--- src/design/efba_pkg.sv ---
// Package of the exact-fit bump allocator: action and status codes, sequencer states,
// memory command structs and the pointer rounding function.
// No dependencies; every other file of the block but efba_if uses it.
package efba_pkg;

  localparam int FREE_SLOTS_DEF    = 64;
  localparam int HEAP_GRANULES_DEF = 4096;

  localparam int FL_IDX_MAX_W  = 10;
  localparam int SS_SLOT_MAX_W = 16;

  localparam int ENTRY_W = 28;
  localparam int SIZE_W  = 16;
  localparam int ADDR_W  = 32;
  localparam int LIMIT_W = 17;

  localparam logic [3:0]  PTR_PHASE    = 4'd12;
  localparam logic [33:0] ROUND_BIAS   = 34'd3;
  localparam logic [33:0] HEADER_BYTES = 34'd4;
  localparam logic [31:0] RESET_BUMP   = 32'd12;
  localparam logic [16:0] RESET_LIMIT  = 17'd65536;

  typedef enum logic [1:0] {
    ACT_ALLOC   = 2'd0,
    ACT_FREE    = 2'd1,
    ACT_RESTART = 2'd2
  } efba_action_t;

  typedef enum logic [1:0] {
    STAT_OK   = 2'd0,
    STAT_OOM  = 2'd1,
    STAT_FULL = 2'd2
  } efba_status_t;

  typedef enum logic [0:0] {
    REG_HEAP_BASE  = 1'b0,
    REG_HEAP_LIMIT = 1'b1
  } efba_reg_t;

  typedef enum logic [2:0] {
    ST_IDLE,
    ST_SCAN,
    ST_COMPACT,
    ST_BUMP_ADD,
    ST_BUMP_CHK,
    ST_BUMP_FIN,
    ST_FINISH
  } efba_state_t;

  typedef struct packed {
    logic                    rd_en;
    logic [FL_IDX_MAX_W-1:0] rd_idx;
    logic                    wr_en;
    logic [FL_IDX_MAX_W-1:0] wr_idx;
    logic [ENTRY_W-1:0]      wr_data;
  } fl_cmd_t;

  typedef struct packed {
    logic                     rd_en;
    logic [SS_SLOT_MAX_W-1:0] rd_slot;
    logic                     wr_en;
    logic [SS_SLOT_MAX_W-1:0] wr_slot;
    logic [SIZE_W-1:0]        wr_data;
  } ss_cmd_t;

  // Rounds a pointer up to the next address that is 12 modulo 16.
  function automatic logic [33:0] round_phase(input logic [33:0] p);
    logic [33:0] q;
    q = p + ROUND_BIAS;
    return {q[33:4], PTR_PHASE};
  endfunction

endpackage

--- src/design/efba_free_list.sv ---
// Free-list store of the exact-fit bump allocator: one write and one registered read a cycle.
// Depends on efba_pkg for the command struct.
module efba_free_list #(
  parameter int DEPTH = efba_pkg::FREE_SLOTS_DEF
) (
  input  logic                            clk,
  input  efba_pkg::fl_cmd_t               cmd,
  output logic [efba_pkg::ENTRY_W-1:0]    rd_data
);

  localparam int IDX_W = $clog2(DEPTH);

  logic [efba_pkg::ENTRY_W-1:0] mem [DEPTH];

  always_ff @(posedge clk) begin
    if (cmd.wr_en) begin
      mem[cmd.wr_idx[IDX_W-1:0]] <= cmd.wr_data;
    end
    if (cmd.rd_en) begin
      rd_data <= mem[cmd.rd_idx[IDX_W-1:0]];
    end
  end

endmodule

--- config.mk ---
export PLATFORM = sky130hd
export DESIGN_NAME = efba_free_list
export DESIGN_NICKNAME = d
export VERILOG_FILES = /design/src/design/efba_pkg.sv /design/src/design/efba_free_list.sv
export SDC_FILE = /design/constraint.sdc
export NUM_CORES = 1
export LEC_CHECK = 0
export BUFFER_PORTS_ARGS = -buffer_cell sky130_fd_sc_hd__buf_4
export CORE_UTILIZATION = 40
export CTS_CLUSTER_SIZE = 20
export DETAILED_ROUTE_END_ITERATION = 7
export GPL_TIMING_DRIVEN = 1
export SLEW_MARGIN = 20
export SYNTH_ARGS = -nofsm -noshare
export SYNTH_HDL_FRONTEND = slang
export SYNTH_SLANG_ARGS = --single-unit
--- constraint.sdc ---
create_clock -name clk -period 4.7 [get_ports clk]
set_input_delay 1.175 -clock clk [delete_from_list [all_inputs] [get_ports clk]]
set_output_delay 1.175 -clock clk [all_outputs]
set_load 0.005 [all_outputs]
==> reports/results.tsv, run 1 <==
metric	value	unit
run status	finished clean	
TritonCTS buffer count	181	
number of register bits inferred by synthesis	1820	
nets in the synthesized netlist	3156	
Yosys Warn Count	0	
highest attainable clock frequency	305	MHz
area delta synth->final	14.7	%
clock tree root buffer cell	clkbuf_16	
final net count	3413	
post-layout instance area	79700	µm²
fraction of synthesis flops using an asynchronous set or reset pin	0	%
Post-synth EDFFs	1820	
number of DRC violations after detailed routing	0	
effective utilization at floorplan	40.4	%
sequential-to-total area share from yosys stat	78.7	%
initial drt markers	3614	
category of the critical setup timing path	primary input to flop	
WL/cell	28.6	µm
number of antenna-violating nets in the routed design	0	
all-layer global routing usage	19.1	%
number of standard cells after synthesis	3105	
Worst-Margin Slew	0.982	ns
buffers inserted by post-CTS timing repair	0	
H-tree levels	4	
highest ir drop seen on vdd	0.369	mV
vertical die dimension	419	µm
Min Clock Period, post-route	3.28	ns
number of placed I/O pins	79	
total number of vias	32665	
number of setup violations in the final report	0	
clock transition at the registers of the reported paths	0.06	ns
distinct cell type count of the synthesized netlist	38	
number of core rows	152	
Die Area	175000	µm²
Cell Chain, Critical Path	buf_8, buf_4, mux2_2, o21ai_0, nor3_1, buf_4, o311ai_1, a21oi_1	
pin count of the biggest net entering global routing	69	
Synth top area share	78.7	%
Pins Over Slew Limit	0	
Avg Inst Size Synth	22.4	µm²
CTS tree	yes	
Detailed Route WL	166000	µm
leakage dissipation	0.0248	µW
final setup TNS	0	ns
ratio of routed vias to standard cells	5.62	
number of antenna violations at the first check in global routing	7	
setup repair after global routing missed its margin	no	
Worst Hold Slack	0.887	ns
grt ovf	0	
Clock Skew	0.0186	ns
area of the mapped netlist	69500	µm²
via count of the first global-routing pass	32941	
largest fanout on the critical path	45	
core outline area	172000	µm²
post-route clock period utilization	69.8	%
Most used DFF post-synth	edfxtp_1	
detailed placer's ending HPWL	96400	µm
Chip Width	419	µm
Hold Violations, Final	0	
cell area after placement	74200	µm²
data arrival time of the critical path	3.74	ns
Critical Path RT	5.16	ns
HP Class	primary input to flop	
dominant cell type by area after synthesis	edfxtp_1	
share of cells above drive strength 1	29.7	%
global-route wire length before repair	239000	µm
Port Buffer Count	70	
gpl congestion	0.836	
Max stage delay cell, worst path	o311ai_1	
count of TritonRoute iterations in the first routing pass	5	
reported max-cap violation count	0	
Pwr Density	418	nW/µm²
most frequent CP cell	buf_4	
max_slew headroom	33.5	%
cell types with the highest counts after synthesis	edfxtp_1, mux4_2, mux2i_1	
maximum buffer depth of the clock tree	3	
max incr delay on CP	0.71	ns
count of instances resized after the clock tree is built	0	
clock insertion delay at the later pin of the skew report	0.79	ns
hold-fix buffer count after cts	0	
leading post-synthesis cells by cell area	edfxtp_1, mux4_2, mux2_2, mux2i_1, o22ai_1	
Fill cells	14152	
kind of capture point of the worst setup path	flop	
number of clock sinks seen by CTS	1820	
most numerous cell in the Yosys netlist	edfxtp_1	
CP startpoint kind	primary input	
[cell usage in the layout (no fill, tap or decap), types with 3 or more instances in the layout]
cell | Yosys | layout
edfxtp_1 | 1820 | 1820
buf_8 | 0 | 3
buf_4 | 53 | 222
nor2b_1 | 23 | 23
o21ai_0 | 32 | 32
clkinv_2 | 0 | 27
nand3b_1 | 5 | 5
a22o_1 | 17 | 17
clkbuf_1 | 70 | 49
a211oi_1 | 16 | 16
o221ai_1 | 11 | 11
a21o_1 | 16 | 16
a31o_2 | 11 | 11
o22a_1 | 22 | 22
nand2_1 | 12 | 12
mux2_2 | 113 | 113
nor3_1 | 30 | 28
o22ai_1 | 105 | 105
clkinvlp_4 | 0 | 3
nand2b_1 | 7 | 7
bufinv_16 | 0 | 8
a22oi_1 | 32 | 32
nor2_4 | 0 | 62
a21oi_1 | 17 | 17
o211ai_1 | 18 | 18
and2_1 | 3 | 3
nor2_1 | 85 | 23
o311ai_1 | 16 | 16
clkbuf_16 | 0 | 188
nand3_1 | 6 | 6
mux4_2 | 368 | 368
or3b_2 | 3 | 3
clkinv_1 | 0 | 47
buf_12 | 0 | 27
nor4_1 | 11 | 11
or3_1 | 3 | 3
mux2i_1 | 116 | 116
[kinds of logic (layout without fill, tap and decap cells)]
family / after synthesis / after routing / synth area share (%)
simple gates: 195 / 195 / 1.37
mux: 597 / 597 / 15.4
compound gates: 314 / 314 / 3.17
other cells: 0 / 1 / 0
buf+inv: 179 / 579 / 1.36
flops: 1820 / 1820 / 78.7
[power by group]
group	internal, µW	switching, µW
combinational	627	1050
clock	7720	5860
sequential	18000	34.8
[sequential cells by signal, summed over array words and instances (netlist names)]
name	cells
mem	1792
rd_data	28
[worst max-delay path: cells and delay by family]
family	cells	cell delay, ns
AOI/OAI and AO/OA	3	1.11
muxes	1	0.35
buffers and inverters	3	0.87
and+or+nand+nor	1	0.14
[worst paths after layout]
| check | cells past startpoint | to | start | slack, ns |
|---|---|---|---|---|
| hold reg to reg | 3 | rd_data[10] | mem[56][10] | 0.93 |
| setup reg to reg | 5 | rd_data[12] | mem[5][12] | 2.16 |
| hold / removal | 1 | rd_data[9] | cmd[49] | 0.89 |
| setup / recovery | 8 | rd_data[12] | cmd[39] | 1.42 |
[layout make-up]
type | count | area, µm² | area share [%]
inverter | 1 | 3.75 | 0.00471
multi-input combinational | 1106 | 14400 | 18.0
timing repair buffer | 252 | 2250 | 2.83
antenna | 1 | 2.50 | 0.00314
sequential | 1820 | 54700 | 68.6
clock inverter | 89 | 617 | 0.774
clock buffer | 237 | 4890 | 6.14
tap | 2310 | 2890 | 3.63
[metal layers]
metal / vias up / track usage [%] / wire length, µm
li1: 13760 / - / -
met1: 17700 / 26.9 / 71800
met2: 972 / 30.5 / 80500
met3: 223 / 3.42 / 9810
met4: 10 / 5.69 / 4240
met5: - / 0 / 62
[stage by stage]
| stage | setup WS, ns | std cells | power (µW) | utilization (%) |
|---|---|---|---|---|
| after floorplan | 0.647 | 3105 | 19200 | - |
| after global placement | 0.542 | 5489 | 20100 | 43.1 |
| after detailed placement | 0.564 | 5489 | 20100 | 43.1 |
| after CTS | 1.39 | 5815 | 33600 | 46.3 |
| after global routing | 1.38 | 5815 | 34300 | 46.3 |
| final | 1.42 | 5816 | 33300 | 46.3 |
(Power assumes the default switching activity.)
==> inputs of run 2 (changes only) <==
==> constraint.sdc (replaced) <==
create_clock -name clk -period 2.79 [get_ports clk]
set_input_delay 0.6975 -clock clk [delete_from_list [all_inputs] [get_ports clk]]
set_output_delay 0.6975 -clock clk [all_outputs]
set_load 0.005 [all_outputs]
==> run 2 against run 1 <==
  * Flip-flop and latch count unchanged
  * Clock skew is 0.0023 ns higher
  * Clock power rose by 70%
  * Register-to-register slack got worse by 1.6 ns
  * Largest power group unchanged
  * Combinational power up 83%
  * Routed wire length increased by 1.6%
==> reports/results.tsv, run 2 (synthesis gave the netlist of run 1 again) <==
metric	value	unit	change
number of DRC violations after detailed routing	0		unchanged
most frequent CP cell	buf_4		unchanged
gpl congestion	0.795		was 0.836
highest ir drop seen on vdd	0.711	mV	was 0.369 mV
clock insertion delay at the later pin of the skew report	0.81	ns	was 0.79 ns
Worst-Margin Slew	0.831	ns	was 0.982 ns
post-route total power	56600	µW	was 33300 µW
buffers inserted by post-CTS timing repair	0		unchanged
initial drt markers	3306		was 3614
number of setup violations in the final report	0		unchanged
max incr delay on CP	0.47	ns	was 0.71 ns
Clock Skew	0.0209	ns	was 0.0186 ns
all-layer global routing usage	19.5	%	was 19.1%
max_slew headroom	44.6	%	was 33.5%
TritonCTS buffer count	185		was 181
Chip Width	419	µm	unchanged
final net count	3588		was 3413
Hold Violations, Final	0		unchanged
largest fanout on the critical path	19		was 45
vertical die dimension	419	µm	unchanged
clock tree root buffer cell	clkbuf_16		unchanged
data arrival time of the critical path	3.02	ns	was 3.74 ns
Critical Path RT	3.36	ns	was 5.16 ns
kind of capture point of the worst setup path	flop		unchanged
leakage dissipation	0.0259	µW	was 0.0248 µW
Min Clock Period, post-route	2.45	ns	
Die Area	175000	µm²	unchanged
count of TritonRoute iterations in the first routing pass	5		unchanged
H-tree levels	4		unchanged
Port Buffer Count	70		unchanged
CTS tree	yes		unchanged
reported max-cap violation count	0		unchanged
area delta synth->final	17.9	%	was 14.7%
Cell Chain, Critical Path	buf_8, buf_4, buf_4, mux2_2, o22ai_1, buf_4, nor3_1, o311ai_1, buf_4, a21oi_1		was buf_8, buf_4, mux2_2, o21ai_0, nor3_1, buf_4, o311ai_1, a21oi_1
commonest cells after routing, fill and taps aside	edfxtp_1, mux4_2, buf_4, clkbuf_16, mux2i_1		unchanged
ratio of routed vias to standard cells	5.57		was 5.62
Pins Over Slew Limit	0		unchanged
number of antenna violations at the first check in global routing	5		was 7
share of cells above drive strength 1	32.8	%	was 29.7%
number of placed I/O pins	79		unchanged
number of flip-flops under the largest register name	1792		unchanged
number of core rows	152		unchanged
count of instances resized after the clock tree is built	0		unchanged
most frequent standard cell in the layout excluding fill and tap cells	edfxtp_1		unchanged
hold-fix buffer count after cts	0		unchanged
final core area utilization	47.6	%	was 46.3%
total number of vias	33362		was 32665
Detailed Route WL	169000	µm	was 166000 µm
via count of the first global-routing pass	34142		was 32941
Max stage delay cell, worst path	o311ai_1		unchanged
Pwr Density	691	nW/µm²	was 418 nW/µm²
CP startpoint kind	primary input		unchanged
number of clock sinks seen by CTS	1820		unchanged
WL/cell	28.2	µm	was 28.6 µm
global-route wire length before repair	243000	µm	was 239000 µm
pin count of the biggest net entering global routing	65		was 69
grt ovf	0		unchanged
post-route clock period utilization	87.9	%	
setup repair after global routing missed its margin	no		unchanged
run status	finished clean		unchanged
category of the critical setup timing path	primary input to flop		unchanged
number of antenna-violating nets in the routed design	0		unchanged
maximum buffer depth of the clock tree	3		unchanged
HP Class	primary input to flop		unchanged
clock transition at the registers of the reported paths	0.06	ns	about the same
detailed placer's ending HPWL	101000	µm	was 96400 µm
core outline area	172000	µm²	unchanged
highest attainable clock frequency	408	MHz	
effective utilization at floorplan	40.4	%	unchanged
-- run 2: cell count changes in the layout (fill, tap and decap cells not counted), sizes merged --
cell,previous run,this run
inv,3,7
clkbuf,237,250
clkinvlp,3,1
buf,252,423
bufinv,8,9
clkinv,76,59
-- run 2: metrics by stage --
| step | setup slack [ns] | hold slack, ns | cell area (µm²) | TNS (ns) | instances |
|---|---|---|---|---|---|
| global route | 0.239 | 0.427 | 81900 | 0 | 5986 |
| detailed placement | -0.516 | 0.890 | 76300 | -9.75 | 5660 |
| CTS | 0.357 | 0.394 | 81900 | 0 | 5985 |
| floorplan | -0.386 | 0.796 | 69600 | -174.71 | 3105 |
| global placement | -0.511 | 0.873 | 76300 | -9.77 | 5660 |
| finish | 0.337 | 0.414 | 81900 | 0 | 5986 |
-- run 2: per-layer routing --
layer / share of wire (%) / GRT usage (%) / up-vias
met1: 42 / 26.6 / 17975
met4: 3.7 / 7.49 / 6
met2: 48 / 31.4 / 1027
met5: 0.021 / 0 / -
met3: 5.9 / 3.23 / 252
li1: - / - / 14102
-- run 2: worst max-delay path: cells and delay by family --
family,cells,cell delay (ns)
buf+inv,5,1.13
compound gates,3,0.70
mux,1,0.35
simple gates,1,0.09
-- run 2: power by group --
part | total, µW | switching, µW | internal (µW)
clock network | 23100 | 9880 | 13200
registers | 30400 | 82.8 | 30300
logic | 3050 | 1780 | 1270
-- run 2: worst paths after layout --
| check | start | to | slack, ns | depth (start not counted) |
|---|---|---|---|---|
| worst max register to register | mem[5][5] | rd_data[5] | 0.54 | 6 |
| worst min-delay path | cmd[26] | mem[49][26] | 0.41 | 1 |
| worst max-delay path | cmd[39] | rd_data[19] | 0.34 | 10 |
| worst min register to register | mem[58][6] | rd_data[6] | 0.90 | 3 |
-- run 2: layout make-up --
type / count / area [µm²]
fill: 13991 / 90200
tap: 2310 / 2890
antenna: 1 / 2.50
inverter: 1 / 3.75
clock inverter: 75 / 608
clock buffer: 250 / 4960
multi-input combinational: 1106 / 14400
timing repair buffer: 423 / 4410
sequential: 1820 / 54700
